## src/sv/swt_pkg.sv

```systemverilog
// Shared types, character codes and sizing constants for the shell word tokenizer.
`default_nettype none
package swt_pkg;

  localparam int unsigned QueueDepthDef = 2;

  localparam logic [7:0] ChPipe   = 8'h7C;
  localparam logic [7:0] ChLess   = 8'h3C;
  localparam logic [7:0] ChGreat  = 8'h3E;
  localparam logic [7:0] ChBslash = 8'h5C;
  localparam logic [7:0] ChSquote = 8'h27;
  localparam logic [7:0] ChDquote = 8'h22;
  localparam logic [7:0] ChTab    = 8'h09;
  localparam logic [7:0] ChNl     = 8'h0A;
  localparam logic [7:0] ChSpace  = 8'h20;
  localparam logic [7:0] ChLowerN = 8'h6E;
  localparam logic [7:0] ChLowerT = 8'h74;
  localparam logic [7:0] ChEnd    = 8'h00;

  typedef enum logic [1:0] {
    ModeOut  = 2'd0,
    ModeWord = 2'd1,
    ModeSq   = 2'd2,
    ModeDq   = 2'd3
  } mode_e;

  typedef enum logic [2:0] {
    KindByte    = 3'd0,
    KindWordEnd = 3'd1,
    KindOp      = 3'd2,
    KindDone    = 3'd3,
    KindErrSq   = 3'd4,
    KindErrDq   = 3'd5
  } kind_e;

  typedef struct packed {
    kind_e      kind;
    logic [7:0] data;
  } result_t;

  typedef struct packed {
    logic    two;
    result_t first;
    result_t second;
  } entry_t;

  function automatic logic is_blank(logic [7:0] c);
    return (c == ChSpace) || (c == ChTab) || (c == ChNl);
  endfunction

  function automatic logic is_operator(logic [7:0] c);
    return (c == ChPipe) || (c == ChLess) || (c == ChGreat);
  endfunction

endpackage
`default_nettype wire

```

## src/sv/shell_word_tokenizer_core.sv

```systemverilog
// Top level of the shell word tokenizer: front end, result queue and back end.
// A byte is taken every cycle while the queue has room; its first result passes through
// the queue and the back end output register. A byte with two results holds the back
// end until both are sent, so the output port sets the sustained rate of one result
// per cycle while out_stall_i is low.
// Reset is asynchronous and active low; it empties the queue and clears the quoting state.
`default_nettype none
module shell_word_tokenizer_core #(
  parameter int unsigned QueueDepth = swt_pkg::QueueDepthDef
) (
  input  wire logic       clk_i,
  input  wire logic       rst_ni,
  input  wire logic       in_valid_i,
  output logic            in_stall_o,
  input  wire logic [7:0] char_in_i,
  output logic            out_valid_o,
  input  wire logic       out_stall_i,
  output logic [2:0]      result_kind_o,
  output logic [7:0]      out_byte_o,
  output logic            last_of_run_o
);

  logic            accept, push, full, pop, nonempty;
  swt_pkg::entry_t push_entry, head;

  assign in_stall_o = full;
  assign accept     = in_valid_i && !full;

  swt_front u_front (
    .clk_i    (clk_i),
    .rst_ni   (rst_ni),
    .accept_i (accept),
    .char_i   (char_in_i),
    .push_o   (push),
    .entry_o  (push_entry)
  );

  swt_fifo #(
    .Depth (QueueDepth)
  ) u_fifo (
    .clk_i        (clk_i),
    .rst_ni       (rst_ni),
    .push_i       (push),
    .push_entry_i (push_entry),
    .full_o       (full),
    .pop_i        (pop),
    .nonempty_o   (nonempty),
    .head_o       (head)
  );

  swt_back u_back (
    .clk_i         (clk_i),
    .rst_ni        (rst_ni),
    .nonempty_i    (nonempty),
    .head_i        (head),
    .pop_o         (pop),
    .out_valid_o   (out_valid_o),
    .out_stall_i   (out_stall_i),
    .result_kind_o (result_kind_o),
    .out_byte_o    (out_byte_o),
    .last_of_run_o (last_of_run_o)
  );

endmodule
`default_nettype wire

```

## src/sv/swt_front.sv

```systemverilog
// Front end: holds the quoting state, classifies each input byte and builds its results.
`default_nettype none
module swt_front (
  input  wire logic                clk_i,
  input  wire logic                rst_ni,
  input  wire logic                accept_i,
  input  wire logic [7:0]          char_i,
  output logic                     push_o,
  output swt_pkg::entry_t          entry_o
);

  swt_pkg::mode_e mode_q, mode_d;
  logic           esc_q, esc_d;
  logic           has_result;

  always_comb begin
    mode_d = mode_q;
    esc_d  = 1'b0;
    if (esc_q && (char_i != swt_pkg::ChEnd)) begin
      if (mode_q == swt_pkg::ModeOut) begin
        mode_d = swt_pkg::ModeWord;
      end
    end else begin
      case (mode_q)
        swt_pkg::ModeOut: begin
          if (char_i == swt_pkg::ChEnd || swt_pkg::is_blank(char_i) ||
              swt_pkg::is_operator(char_i)) begin
            mode_d = swt_pkg::ModeOut;
          end else if (char_i == swt_pkg::ChSquote) begin
            mode_d = swt_pkg::ModeSq;
          end else if (char_i == swt_pkg::ChDquote) begin
            mode_d = swt_pkg::ModeDq;
          end else if (char_i == swt_pkg::ChBslash) begin
            esc_d = 1'b1;
          end else begin
            mode_d = swt_pkg::ModeWord;
          end
        end
        swt_pkg::ModeWord: begin
          if (char_i == swt_pkg::ChEnd || swt_pkg::is_blank(char_i) ||
              swt_pkg::is_operator(char_i)) begin
            mode_d = swt_pkg::ModeOut;
          end else if (char_i == swt_pkg::ChBslash) begin
            esc_d = 1'b1;
          end else if (char_i == swt_pkg::ChSquote) begin
            mode_d = swt_pkg::ModeSq;
          end else if (char_i == swt_pkg::ChDquote) begin
            mode_d = swt_pkg::ModeDq;
          end
        end
        swt_pkg::ModeSq: begin
          if (char_i == swt_pkg::ChEnd) begin
            mode_d = swt_pkg::ModeOut;
          end else if (char_i == swt_pkg::ChSquote) begin
            mode_d = swt_pkg::ModeWord;
          end
        end
        swt_pkg::ModeDq: begin
          if (char_i == swt_pkg::ChEnd) begin
            mode_d = swt_pkg::ModeOut;
          end else if (char_i == swt_pkg::ChDquote) begin
            mode_d = swt_pkg::ModeWord;
          end else if (char_i == swt_pkg::ChBslash) begin
            esc_d = 1'b1;
          end
        end
        default: begin
          mode_d = swt_pkg::ModeOut;
        end
      endcase
    end
  end

  always_comb begin
    has_result          = 1'b0;
    entry_o.two         = 1'b0;
    entry_o.first.kind  = swt_pkg::KindByte;
    entry_o.first.data  = char_i;
    entry_o.second.kind = swt_pkg::KindDone;
    entry_o.second.data = '0;
    if (esc_q && (char_i != swt_pkg::ChEnd)) begin
      has_result = 1'b1;
      if (mode_q == swt_pkg::ModeDq && char_i == swt_pkg::ChLowerN) begin
        entry_o.first.data = swt_pkg::ChNl;
      end else if (mode_q == swt_pkg::ModeDq && char_i == swt_pkg::ChLowerT) begin
        entry_o.first.data = swt_pkg::ChTab;
      end
    end else begin
      case (mode_q)
        swt_pkg::ModeOut: begin
          if (char_i == swt_pkg::ChEnd) begin
            has_result         = 1'b1;
            entry_o.first.kind = swt_pkg::KindDone;
            entry_o.first.data = '0;
          end else if (swt_pkg::is_operator(char_i)) begin
            has_result         = 1'b1;
            entry_o.first.kind = swt_pkg::KindOp;
          end else if (!swt_pkg::is_blank(char_i) && char_i != swt_pkg::ChSquote &&
                       char_i != swt_pkg::ChDquote && char_i != swt_pkg::ChBslash) begin
            has_result = 1'b1;
          end
        end
        swt_pkg::ModeWord: begin
          if (char_i == swt_pkg::ChEnd || swt_pkg::is_blank(char_i) ||
              swt_pkg::is_operator(char_i)) begin
            has_result          = 1'b1;
            entry_o.first.kind  = swt_pkg::KindWordEnd;
            entry_o.first.data  = '0;
            entry_o.two         = !swt_pkg::is_blank(char_i);
            entry_o.second.kind = (char_i == swt_pkg::ChEnd) ? swt_pkg::KindDone
                                                              : swt_pkg::KindOp;
            entry_o.second.data = char_i;
          end else if (char_i != swt_pkg::ChBslash && char_i != swt_pkg::ChSquote &&
                       char_i != swt_pkg::ChDquote) begin
            has_result = 1'b1;
          end
        end
        swt_pkg::ModeSq: begin
          if (char_i == swt_pkg::ChEnd) begin
            has_result         = 1'b1;
            entry_o.first.kind = swt_pkg::KindErrSq;
            entry_o.first.data = '0;
          end else if (char_i != swt_pkg::ChSquote) begin
            has_result = 1'b1;
          end
        end
        swt_pkg::ModeDq: begin
          if (char_i == swt_pkg::ChEnd) begin
            has_result         = 1'b1;
            entry_o.first.kind = swt_pkg::KindErrDq;
            entry_o.first.data = '0;
          end else if (char_i != swt_pkg::ChDquote && char_i != swt_pkg::ChBslash) begin
            has_result = 1'b1;
          end
        end
        default: begin
          has_result = 1'b0;
        end
      endcase
    end
    push_o = accept_i && has_result;
  end

  always_ff @(posedge clk_i or negedge rst_ni) begin
    if (!rst_ni) begin
      mode_q <= swt_pkg::ModeOut;
      esc_q  <= 1'b0;
    end else if (accept_i) begin
      mode_q <= mode_d;
      esc_q  <= esc_d;
    end
  end

endmodule
`default_nettype wire

```

## src/sv/swt_fifo.sv

```systemverilog
// Short queue of result groups between the front end and the back end.
`default_nettype none
module swt_fifo #(
  parameter int unsigned Depth = swt_pkg::QueueDepthDef
) (
  input  wire logic            clk_i,
  input  wire logic            rst_ni,
  input  wire logic            push_i,
  input  wire swt_pkg::entry_t push_entry_i,
  output logic                 full_o,
  input  wire logic            pop_i,
  output logic                 nonempty_o,
  output swt_pkg::entry_t      head_o
);

  localparam int unsigned PtrW = (Depth > 1) ? $clog2(Depth) : 1;
  localparam int unsigned CntW = $clog2(Depth + 1);
  localparam logic [PtrW-1:0] LastPtr = PtrW'(Depth - 1);
  localparam logic [CntW-1:0] FullCnt = CntW'(Depth);

  swt_pkg::entry_t mem_q [Depth];
  logic [PtrW-1:0] wr_ptr_q, rd_ptr_q;
  logic [CntW-1:0] cnt_q, cnt_d;

  assign full_o     = (cnt_q == FullCnt);
  assign nonempty_o = (cnt_q != '0);
  assign head_o     = mem_q[rd_ptr_q];

  always_comb begin
    cnt_d = cnt_q;
    if (push_i && !pop_i) begin
      cnt_d = cnt_q + CntW'(1);
    end else if (pop_i && !push_i) begin
      cnt_d = cnt_q - CntW'(1);
    end
  end

  always_ff @(posedge clk_i) begin
    if (push_i) begin
      mem_q[wr_ptr_q] <= push_entry_i;
    end
  end

  always_ff @(posedge clk_i or negedge rst_ni) begin
    if (!rst_ni) begin
      wr_ptr_q <= '0;
      rd_ptr_q <= '0;
      cnt_q    <= '0;
    end else begin
      cnt_q <= cnt_d;
      if (push_i) begin
        wr_ptr_q <= (wr_ptr_q == LastPtr) ? '0 : wr_ptr_q + PtrW'(1);
      end
      if (pop_i) begin
        rd_ptr_q <= (rd_ptr_q == LastPtr) ? '0 : rd_ptr_q + PtrW'(1);
      end
    end
  end

endmodule
`default_nettype wire

```

## src/sv/swt_back.sv

```systemverilog
// Back end: takes result groups from the queue and sends one result per beat.
`default_nettype none
module swt_back (
  input  wire logic            clk_i,
  input  wire logic            rst_ni,
  input  wire logic            nonempty_i,
  input  wire swt_pkg::entry_t head_i,
  output logic                 pop_o,
  output logic                 out_valid_o,
  input  wire logic            out_stall_i,
  output logic [2:0]           result_kind_o,
  output logic [7:0]           out_byte_o,
  output logic                 last_of_run_o
);

  swt_pkg::entry_t cur_q;
  logic            cur_valid_q, cur_valid_d;
  logic            idx_q, idx_d;
  logic            out_accept, finishing;
  swt_pkg::result_t sel;

  assign sel           = idx_q ? cur_q.second : cur_q.first;
  assign out_valid_o   = cur_valid_q;
  assign result_kind_o = sel.kind;
  assign out_byte_o    = sel.data;
  assign last_of_run_o = idx_q || !cur_q.two;

  assign out_accept = cur_valid_q && !out_stall_i;
  assign finishing  = out_accept && last_of_run_o;
  assign pop_o      = nonempty_i && (!cur_valid_q || finishing);

  always_comb begin
    cur_valid_d = cur_valid_q;
    idx_d       = idx_q;
    if (pop_o) begin
      cur_valid_d = 1'b1;
      idx_d       = 1'b0;
    end else if (finishing) begin
      cur_valid_d = 1'b0;
    end else if (out_accept) begin
      idx_d = 1'b1;
    end
  end

  always_ff @(posedge clk_i) begin
    if (pop_o) begin
      cur_q <= head_i;
    end
  end

  always_ff @(posedge clk_i or negedge rst_ni) begin
    if (!rst_ni) begin
      cur_valid_q <= 1'b0;
      idx_q       <= 1'b0;
    end else begin
      cur_valid_q <= cur_valid_d;
      idx_q       <= idx_d;
    end
  end

endmodule
`default_nettype wire

```

## config.mk

```make
export PLATFORM = sky130hd
export DESIGN_NAME = shell_word_tokenizer_core
export DESIGN_NICKNAME = d
export VERILOG_FILES = /design/src/sv/swt_pkg.sv /design/src/sv/shell_word_tokenizer_core.sv /design/src/sv/swt_front.sv /design/src/sv/swt_fifo.sv /design/src/sv/swt_back.sv
export SDC_FILE = /design/constraint.sdc
export NUM_CORES = 1
export LEC_CHECK = 0
export ABC_CLOCK_PERIOD_IN_PS = 2350
export BUFFER_PORTS_ARGS = -buffer_cell sky130_fd_sc_hd__clkbuf_2
export CORE_ASPECT_RATIO = 1.5
export CORE_MARGIN = 1
export CORE_UTILIZATION = 53
export CTS_BUF_LIST = sky130_fd_sc_hd__clkbuf_4 sky130_fd_sc_hd__clkbuf_8 sky130_fd_sc_hd__clkbuf_16
export DETAILED_ROUTE_END_ITERATION = 8
export HOLD_SLACK_MARGIN = 0.12
export PLACE_DENSITY = 0.75
export SETUP_SLACK_MARGIN = 0.02
export SYNTH_ARGS = -nofsm -noshare
export SYNTH_HDL_FRONTEND = slang
export SYNTH_SLANG_ARGS = --single-unit
export TNS_END_PERCENT = 30
```

## constraint.sdc

```tcl
create_clock -name clk_i -period 2.35 [get_ports clk_i]
set_input_delay 0.3525 -clock clk_i [delete_from_list [all_inputs] [get_ports clk_i]]
set_output_delay 0.3525 -clock clk_i [all_outputs]
set_load 0.01 [all_outputs]
```

Word level (Yosys, flattened, before mapping)
Memories as Yosys holds them, arrays and structs flattened. A register that Yosys moved wholly into a read port is not among the register bits.
Index checks and enable logic that the tools add are counted.

word-level totals
  bits in registers = 9
  memory bits (writable) = 46
  input bits = 12
  output and inout bits = 14
  word-level logic and storage cells = 138
  memories kept = 1

memories
  name          words  bits a word  rd ports  clocked after Yosys merged registers in  wr ports  line            source
  u_fifo.mem_q  2      23           1         1                                        1         swt_fifo.sv:21  swt_pkg::entry_t mem_q [Depth];

operators by class
  add/sub/neg operators = 4
  equal/unequal tests = 25
  muxes and demuxes = 61
  reductions and logical operators = 40

operator list
  cell                                                   number
  2-to-1 mux 11 bit                                      5
  case mux 11 bit (4 select lines)                       1
  equality test 8 x 6 -> 1 bit, second input constant    5
  2-to-1 mux 2 bit                                       17
  equality test 8 x 7 -> 1 bit, second input constant    4
  2-to-1 mux 8 bit                                       4
  2-to-1 mux 1 bit                                       28
  2-to-1 mux 23 bit                                      1
  equality test 8 x 4 -> 1 bit, second input constant    2
  logical AND 1 bit                                      16
  inequality test 8 x 6 -> 1 bit, second input constant  2
  zero test 8 bit                                        1
  logical OR 1 bit                                       8
  inequality test 8 x 7 -> 1 bit, second input constant  1
  case mux 2 bit (4 select lines)                        1
  nonzero test 2 bit                                     4
  nonzero test 8 bit                                     1
  zero test 1 bit                                        7
  AND reduction 7 bit                                    1
  equality test 2 bit, second input constant             3
  inequality test 6 x 5 -> 1 bit, second input constant  1
  inequality test 5 x 1 -> 1 bit, second input constant  1
  2-to-1 mux 4 bit                                       1
  inequality test 2 bit, second input constant           2
  12 further kinds                                       13

Longest topological paths before layout
Gate-level depths: netlist (run 1).

  word-level depth = 17
  mapped depth = 9
  mapped depth without buffers = 8

By module
Synthesis (run 1) repeated with hierarchy kept, for this count alone.

second synthesis, totals
  cells, all modules = 238
  area, all modules = 3719.8 µm²

modules (own cells, without submodules)
  module                     instances  cells each  area each (µm²)  seq. area each (µm²)
  swt_fifo                   1          88          1951.9           1481.4
  swt_back                   1          46          958.4            740.7
  swt_front                  1          103         795.8            75.1
  shell_word_tokenizer_core  1          1           13.8             0.0

Worst setup path before layout (run 1)
Ideal clock, no wire load.

  kind = input port to flip-flop
  start point = in char_in_i[4]
  end point = mem u_fifo.mem_q[0][0] in the netlist's numbering (enable)
  setup time = 0.401 ns
  arrival time = 2.527 ns
  data required time = 1.949 ns
  slack = -0.578 ns
  stages = 6
  buffers on the path = 1
  cell sequence = buf_4 > or4_4 > o21ai_0 > a211oi_1 > a31oi_1 > nor2b_1

on the way
  word-level cells in the longest chain between the ends = 15
  elaborated cells between the ends (all ways) = 39
  classes of those cells = eq/ne: 9; mux: 13; reduce/logical: 17

ends and longest elaborated chain
  item                                                                          line                             source
  from (decl)                                                                   shell_word_tokenizer_core.sv:15  input wire logic [7:0] char_in_i,
  equality test 8 x 6 -> 1 bit or equality test 8 x 4 -> 1 bit (tied branches)  swt_pkg.sv:48                    return (c == ChSpace) || (c == ChTab) || (c == ChNl);
  logical OR 1 bit (2 in series)                                                swt_pkg.sv:48
  zero test 1 bit                                                               swt_front.sv:98                  end else if (!swt_pkg::is_blank(char_i) && char_i != swt_pkg::ChSquote &&
  logical AND 1 bit (2 in series)                                               swt_front.sv:98
  logical AND 1 bit                                                             swt_front.sv:99                  char_i != swt_pkg::ChDquote && char_i != swt_pkg::ChBslash) begin
  2-to-1 mux 1 bit                                                              swt_front.sv:98
  2-to-1 mux 1 bit                                                              swt_front.sv:95                  end else if (swt_pkg::is_operator(char_i)) begin
  2-to-1 mux 1 bit                                                              swt_front.sv:91                  if (char_i == swt_pkg::ChEnd) begin
  case mux 1 bit (4 select lines)                                               swt_front.sv:89                  case (mode_q)
  2-to-1 mux 1 bit *                                                            swt_front.sv:81                  if (esc_q && (char_i != swt_pkg::ChEnd)) begin
  logical AND 1 bit *                                                           swt_front.sv:141                 push_o = accept_i && has_result;
  net push                                                                      shell_word_tokenizer_core.sv:23  logic accept, push, full, pop, nonempty;
  2-to-1 mux 1 bit *                                                            swt_fifo.sv:39                   if (push_i) begin
  2-to-1 mux 1 bit (not written as such) *                                      swt_fifo.sv:40                   mem_q[wr_ptr_q] <= push_entry_i;
  to (decl)                                                                     swt_fifo.sv:21

Mark *: on every way through the listed nets, which the timed path passes. The rest lies on a longest branch.

Worst setup path after layout (run 1)
  start point = reg u_front.mode_q[1]
  end point = mem u_fifo.mem_q[1][2] in the netlist's numbering (enable)

on the way
  word-level cells in the longest chain between the ends = 6
  elaborated cells between the ends (all ways) = 9
  classes of those cells = eq/ne: 3; mux: 4; reduce/logical: 2

ends and longest elaborated chain
  item                                               line                             source
  from (decl)                                        swt_front.sv:12                  swt_pkg::mode_e mode_q, mode_d;
  from (signal assigned)                             swt_front.sv:146                 mode_q <= swt_pkg::ModeOut;
  from (signal assigned)                             swt_front.sv:149                 mode_q <= mode_d;
  equality test 2 bit, or another cell as far along  swt_front.sv:89
  case mux 1 bit (4 select lines) *                  swt_front.sv:89
  2-to-1 mux 1 bit *                                 swt_front.sv:81
  logical AND 1 bit *                                swt_front.sv:141
  net push                                           shell_word_tokenizer_core.sv:23
  2-to-1 mux 1 bit *                                 swt_fifo.sv:39
  2-to-1 mux 1 bit (not written as such) *           swt_fifo.sv:40

Marked as above.

==> run summary, run 1 <==
Ys Warns = 0
XOR/XNOR share of the synthesized area = 0.0186
first-pass GRT wire length = 9020 um
Min-Delay Path Depth = 1
synthesis-to-layout area growth = 15.8%
worst reg2reg setup slack = 370 ps
dpl hpwl = 3870 um
wire per inst = 15.1 um
clock tree from TritonCTS = built
asr flop ratio synth = 0.125
post-synthesis simple-gate area fraction = 0.137
largest family of logic cells by synthesized area = simple AND/OR/NAND/NOR gates
vias in the first global route = 1975
Antenna diodes = 0
CP startpoint kind = flip-flop
Cell Count Post-Placement = 342
CTS root buffer = clkbuf_8
class of the worst hold path = in -> reg
Hold EP = u_fifo.mem_q[1][18]
post-CTS resize count = 0
largest net degree at the start of global routing = 23
Adder-Cell Fraction of Synth Area = 0.00379
Max-Cap Viols = 0
critical setup path kind = reg -> reg
most common cell after layout, fill and taps aside = edfxtp_1
total power = 4320 uW
Clock Latency Late Sink = 340 ps
fin cells = 359
Yosys top cell area share = 0.573
worst vdd ir = 506 uV
layout cells sized above 1 = 0.369
Power Dens Cells = 1130 mW/mm2
Max Clock Freq = 505 MHz
Final Util = 0.647
Final period util = 0.842
reg2reg end = u_fifo.mem_q[1][2]
DR pass1 iterations = 4
Post-Syn Instances = 237
DR DRC count = 0
synth unique cells = 50
Post-synth EDFFs = 63
CP top delay family = flip-flops
Nets = 295
CP required = 2390 ps
Slew HR = 0.624
# hold bufs at CTS = 1
# IOs = 26
DR vias = 1939
Worst setup EP type = flip-flop
setup bufs post-CTS = 0
CP Buf/Inv Count = 2
initial core utilization = 0.559
Area contributors post-synth = edfxtp_1 (57%), mux2_2 (10%), dfrtp_1 (6.8%), nor2_1 (2.4%), and2_1 (1.7%)
reg2reg start = u_front.mode_q[1]
Critical Path Slowest Stage Cell = dfrtp_1
Yosys top cell by area = edfxtp_1
cells along the critical path = nand2b_1 > a41oi_1 > a211oi_1 > a31oi_1 > buf_4 > and2_2 > buf_12
drt via density = 5.40
die area = 0.00656 mm2
Post-Syn Area = 0.00330 mm2
Worst Tran Pin Value = 558 ps
multiplexer area fraction after synthesis = 0.102
setup tns final = 0 ps
Routed WL = 5430 um
top_reg_cell synth = edfxtp_1
Static Leakage = 0.00146 uW
TritonCTS buffer count = 9
initial DRC count = 82
row cnt = 34
highest net fanout along the worst path = 21
sequential fraction of the synthesis area = 0.641
Syn Area/Cell = 13.9 um2
Worst Hold Launch = char_in_i[7]
CTS sink count = 72
gr ovfl total = 0
Chip Width = 66.5 um
Slew Limit Fails = 0
RSZ-0062 raised after global routing = false
worst path arrival time = 2020 ps
GRT Util Overall = 0.191
outcome = finished clean
Final min period = 1980 ps
Final setup viols = 0
CTS HTree Levels = 3
core area = 0.00591 mm2
IO buf count = 25
Compound-Gate Fraction of Synth Area = 0.0591
Clock Path Buffers = 2
flop and latch count out of synthesis = 72
Post-DRT Antenna Nets = 0
initial antenna violation count = 0
RD Place Congestion = 0.887
FF-to-FF path depth = 7
final hold vios = 0
most frequent cells in the layout = edfxtp_1 (63), mux2_2 (30), clkbuf_2 (25), nor2_1 (21), buf_4 (19)
Reg clk slew, reported paths = 70 ps
Worst path max stage delay = 620 ps
Die Ht = 98.7 um
Worst Skew = 8.01 ps
[power by group]
part           internal, uW  leakage, uW  switching (uW)
logic                   651     0.000651             674
registers              1890     0.000694             149
clock network           544     0.000111             413
total                  3090      0.00146            1240
[routing by layer]
| layer | share of wire | up-vias | global-route usage |
|---|---|---|---|
| met3 | 0.023 | 8 | 0.0556 |
| met2 | 0.54 | 23 | 0.337 |
| met1 | 0.42 | 939 | 0.208 |
| li1 | - | 969 | - |
| met5 | 0 | - | 0 |
| met4 | 0.019 | 0 | 0.0802 |
[synthesized netlist by cell type (4+ instances only)]
library cell / count
edfxtp_1: 63
mux2_2: 30
nor2_1: 21
nand2_1: 14
and2_1: 9
dfrtp_1: 9
a21oi_1: 6
inv_1: 5
nor2b_1: 5
a31oi_1: 4
o21ai_0: 4
xnor2_1: 4
[per-stage QoR]
stage / area, um2 / hold WS [ps] / worst slack [ps]
global route: 3820 / 300 / 229
detailed placement: 3610 / 221 / 34.5
floorplan: 3320 / 56.9 / 52.1
CTS: 3820 / 288 / 381
finish: 3820 / 310 / 371
global placement: 3610 / 220 / 84.0
[kinds of logic (layout without fill, tap and decap cells)]
group,Yosys count,in the layout
adders and majority gates,1,1
muxes,30,30
other,1,2
and+or+nand+nor,80,80
AOI/OAI and AO/OA,27,27
buffers and inverters,19,68
DFF,72,72
xor gates and xnor gates,7,7
[layout make-up]
| cell class | instances | area, um2 |
|---|---|---|
| repair buffers | 47 | 318 |
| clock inverters | 2 | 10.0 |
| inverters | 5 | 18.8 |
| well taps | 72 | 90.1 |
| multi-input cells | 147 | 1070 |
| clock buffers | 14 | 196 |
| fillers | 445 | 2090 |
| flip-flops and latches | 72 | 2120 |
[worst max path at each step]
stage / from / endpoint / slack [ps] / cells past startpoint
floorplan: char_in_i[4] / u_fifo.mem_q[0][0] / 50 / 6
global placement: char_in_i[0] / u_fifo.mem_q[1][7] / 80 / 8
detailed placement: char_in_i[0] / u_fifo.mem_q[1][7] / 30 / 8
CTS: u_front.mode_q[1] / u_fifo.mem_q[1][2] / 380 / 7
global route: u_front.mode_q[1] / u_fifo.mem_q[1][19] / 230 / 7
finish: u_front.mode_q[1] / u_fifo.mem_q[1][2] / 370 / 7
[registers in the layout, indices dropped and copies added, names as in the netlist]
register            flops
u_front.esc_q           1
u_fifo.cnt_q            2
u_back.out_valid_o      1
u_front.mode_q          2
u_back.cur_q           21
u_back.idx_q            1
u_fifo.rd_ptr_q         1
u_fifo.mem_q           42
u_fifo.wr_ptr_q         1
[worst reg2reg max path: cells and delay by family, from the launching register on]
family          cells  cell delay (ps)
simple gates        2              310
flops               1              620
compound gates      3              430
buf+inv             2              330
Note: power is estimated with default switching activity, not from simulation.
==> inputs of run 2 (changes only) <==
--- a/config.mk
+++ b/config.mk
@@ -5,7 +5,7 @@
 export SDC_FILE = /design/constraint.sdc
 export NUM_CORES = 1
 export LEC_CHECK = 0
-export ABC_CLOCK_PERIOD_IN_PS = 2350
+export ABC_CLOCK_PERIOD_IN_PS = 1600
 export BUFFER_PORTS_ARGS = -buffer_cell sky130_fd_sc_hd__clkbuf_2
 export CORE_ASPECT_RATIO = 1.5
 export CORE_MARGIN = 1
==> constraint.sdc (replaced) <==
create_clock -name clk_i -period 1.6 [get_ports clk_i]
set_input_delay 0.24 -clock clk_i [delete_from_list [all_inputs] [get_ports clk_i]]
set_output_delay 0.24 -clock clk_i [all_outputs]
set_load 0.01 [all_outputs]
==> run summary, run 2 (synthesis gave the netlist of run 1 again) <==
Slew HR = 0.570 (was 0.624)
GRT Util Overall = 0.220 (was 0.191)
area of the multi-input gates = 0.00129 mm2 (was 0.00107 mm2)
# fillers = 349 (was 445)
Critical Path Slowest Stage Cell = or4_4 (was dfrtp_1)
Routed WL = 7040 um (was 5430 um)
clock tree from TritonCTS = built (unchanged)
Static Leakage = 0.00171 uW (was 0.00146 uW)
Worst setup EP type = flip-flop (unchanged)
CP top delay family = simple AND/OR/NAND/NOR gates (was flip-flops)
Cell Count Post-Placement = 362 (was 342)
first-pass GRT wire length = 10400 um (was 9020 um)
initial core utilization = 0.559 (unchanged)
placed cell areas = 0.00380 mm2 (was 0.00361 mm2)
total power = 7370 uW (was 4320 uW)
CP required = 1660 ps (was 2390 ps)
synthesis-to-layout area growth = 33.3% (was 15.8%)
RSZ-0062 raised after global routing = true (was false)
Final period util = 1.14
DR pass1 iterations = 5 (was 4)
layout cells sized above 1 = 0.514 (was 0.369)
worst vdd ir = 1230 uV (was 506 uV)
drt via density = 5.66 (was 5.40)
CTS sink count = 72 (unchanged)
largest net degree at the start of global routing = 23 (unchanged)
fin cells = 389 (was 359)
Die Ht = 98.7 um (unchanged)
gr ovfl total = 0 (unchanged)
die area = 0.00656 mm2 (unchanged)
Antenna diodes = 0 (unchanged)
final hold vios = 0 (unchanged)
Top Registers = u_fifo.mem_q (42), u_back.cur_q (21) (unchanged)
final setup margin = -226 ps (was 371 ps)
Post-DRT Antenna Nets = 0 (unchanged)
max reg flops = 42 (unchanged)
most flop-heavy register = u_fifo.mem_q (unchanged)
row cnt = 34 (unchanged)
TritonCTS buffer count = 9 (unchanged)
Nets = 325 (was 295)
CP Depth = 9 (was 7)
Power Dens Cells = 1670 mW/mm2 (was 1130 mW/mm2)
Slew Limit Fails = 0 (unchanged)
FF-to-FF path depth = 7 (unchanged)
outcome = finished with violations (was finished clean)
setup tns final = -8900 ps (was 0 ps)
register area = 0.00212 mm2 (about the same)
worst path arrival time = 1890 ps (was 2020 ps)
Worst Tran Pin Value = 638 ps (was 558 ps)
Final Util = 0.745 (was 0.647)
wire per inst = 18.1 um (was 15.1 um)
IO buf count = 25 (unchanged)
worst reg2reg setup slack = -230 ps (was 370 ps)
dpl hpwl = 4210 um (was 3870 um)
Clock Latency Late Sink = 340 ps (about the same)
Reg clk slew, reported paths = 70 ps (about the same)
core area = 0.00591 mm2 (unchanged)
highest net fanout along the worst path = 5 (was 21)
most common cell after layout, fill and taps aside = edfxtp_1 (unchanged)
Final Cell Area = 0.00440 mm2 (was 0.00382 mm2)
DR DRC count = 0 (unchanged)
class of the worst hold path = in -> reg (unchanged)
failing checks = setup timing
initial DRC count = 120 (was 82)
Worst path max stage delay = 450 ps (was 620 ps)
most frequent cells in the layout = edfxtp_1 (63), buf_4 (34), clkbuf_2 (24), mux2_2 (21), nor2_1 (19) (was edfxtp_1 (63), mux2_2 (30), clkbuf_2 (25), nor2_1 (21), buf_4 (19))
DR vias = 2202 (was 1939)
# IOs = 26 (unchanged)
CTS HTree Levels = 3 (unchanged)
Min-Delay Path Depth = 5 (was 1)
RD Place Congestion = 0.846 (was 0.887)
Max-Cap Viols = 0 (unchanged)
cells along the critical path = clkbuf_2 > buf_4 > or4_4 > o21ai_2 > a211oi_4 > a31oi_4 > nor2b_4 > buf_12 > buf_16 (was nand2b_1 > a41oi_1 > a211oi_1 > a31oi_1 > buf_4 > and2_2 > buf_12)
Final min period = 1830 ps
CTS root buffer = clkbuf_8 (unchanged)
Final setup viols = 81 (was 0)
Worst Skew = 8.80 ps (was 8.01 ps)
Clock Path Buffers = 2 (unchanged)
critical setup path kind = in -> reg (was reg -> reg)
vias in the first global route = 2191 (was 1975)
Chip Width = 66.5 um (unchanged)
CP Buf/Inv Count = 4 (was 2)
Max Clock Freq = 548 MHz
CP startpoint kind = primary input (was flip-flop)
initial antenna violation count = 0 (unchanged)
run 2: cell types whose count changed in the layout (fill, tap and decap cells not counted), moves of 3 or more:
cell	change
buf_12	+3
nand2_1	-3
and2_1	-3
mux2_2	-9
nand2_2	+3
buf_6	+10
mux2_4	+9
o21ai_0	-3
and2_4	+4
buf_4	+15
run 2: layout make-up:
cell class | instances | share of cell area
Sequential cell | 72 | 0.481
Multi-Input combinational cell | 147 | 0.294
Timing Repair Buffer | 77 | 0.151
Clock buffer | 10 | 0.0298
Tap cell | 72 | 0.0205
Clock inverter | 6 | 0.0190
Inverter | 5 | 0.00426
run 2: metrics by stage:
step / setup slack [ps] / hold WS (ps)
2_1_floorplan: -456 / -55.6
3_3_place_gp: -496 / 106
3_5_place_dp: -516 / 109
4_1_cts: -228 / 201
5_1_grt: -296 / 227
6_report: -226 / 212
run 2: worst reg2reg max path, cell delays in order, from the launching register on:
cell and delay, ps:
dfrtp_2 450, nand2b_4 170, a41oi_4 200, a211oi_4 60, a31oi_4 180, nor2b_4 230
buf_12 140, buf_16 110
run 2: power breakdown:
part / leakage, uW / switching, uW / internal (uW)
Sequential: 0.000692 / 224 / 2780
Combinational: 0.000909 / 1290 / 1540
Clock: 0.000113 / 645 / 890
run 2: timing repair:
action | 4_1_cts | 5_1_grt
endpoints found under the hold margin | 9 | 0
hold buffers | 1 | 0
setup endpoints to repair | 87 | 113
cloned | 2 | 0
setup buffers | 7 | 2
pin swaps | 6 | 9
resized for setup | 30 | 29
run 2: per-layer routing:
metal | GRT usage | vias up | routed length (um) | part of all wire
li1 | - | 1032 | - | -
met1 | 0.236 | 1052 | 2550 | 0.36
met2 | 0.397 | 94 | 3940 | 0.56
met3 | 0.0509 | 24 | 290 | 0.041
met4 | 0.101 | 0 | 261 | 0.037
met5 | 0 | - | 0 | 0
run 2: path summary, 6_finish.rpt:
check	startpoint	endpoint
worst min register to register	u_fifo.cnt_q[1]	u_back.out_valid_o
worst max register to register	u_front.mode_q[0]	u_fifo.mem_q[0][1]
worst max-delay path	char_in_i[5]	u_fifo.mem_q[0][1]
max in group asynchronous	rst_ni	u_front.mode_q[1]
min in group asynchronous	rst_ni	u_back.out_valid_o
worst min-delay path	out_stall_i	u_back.out_valid_o
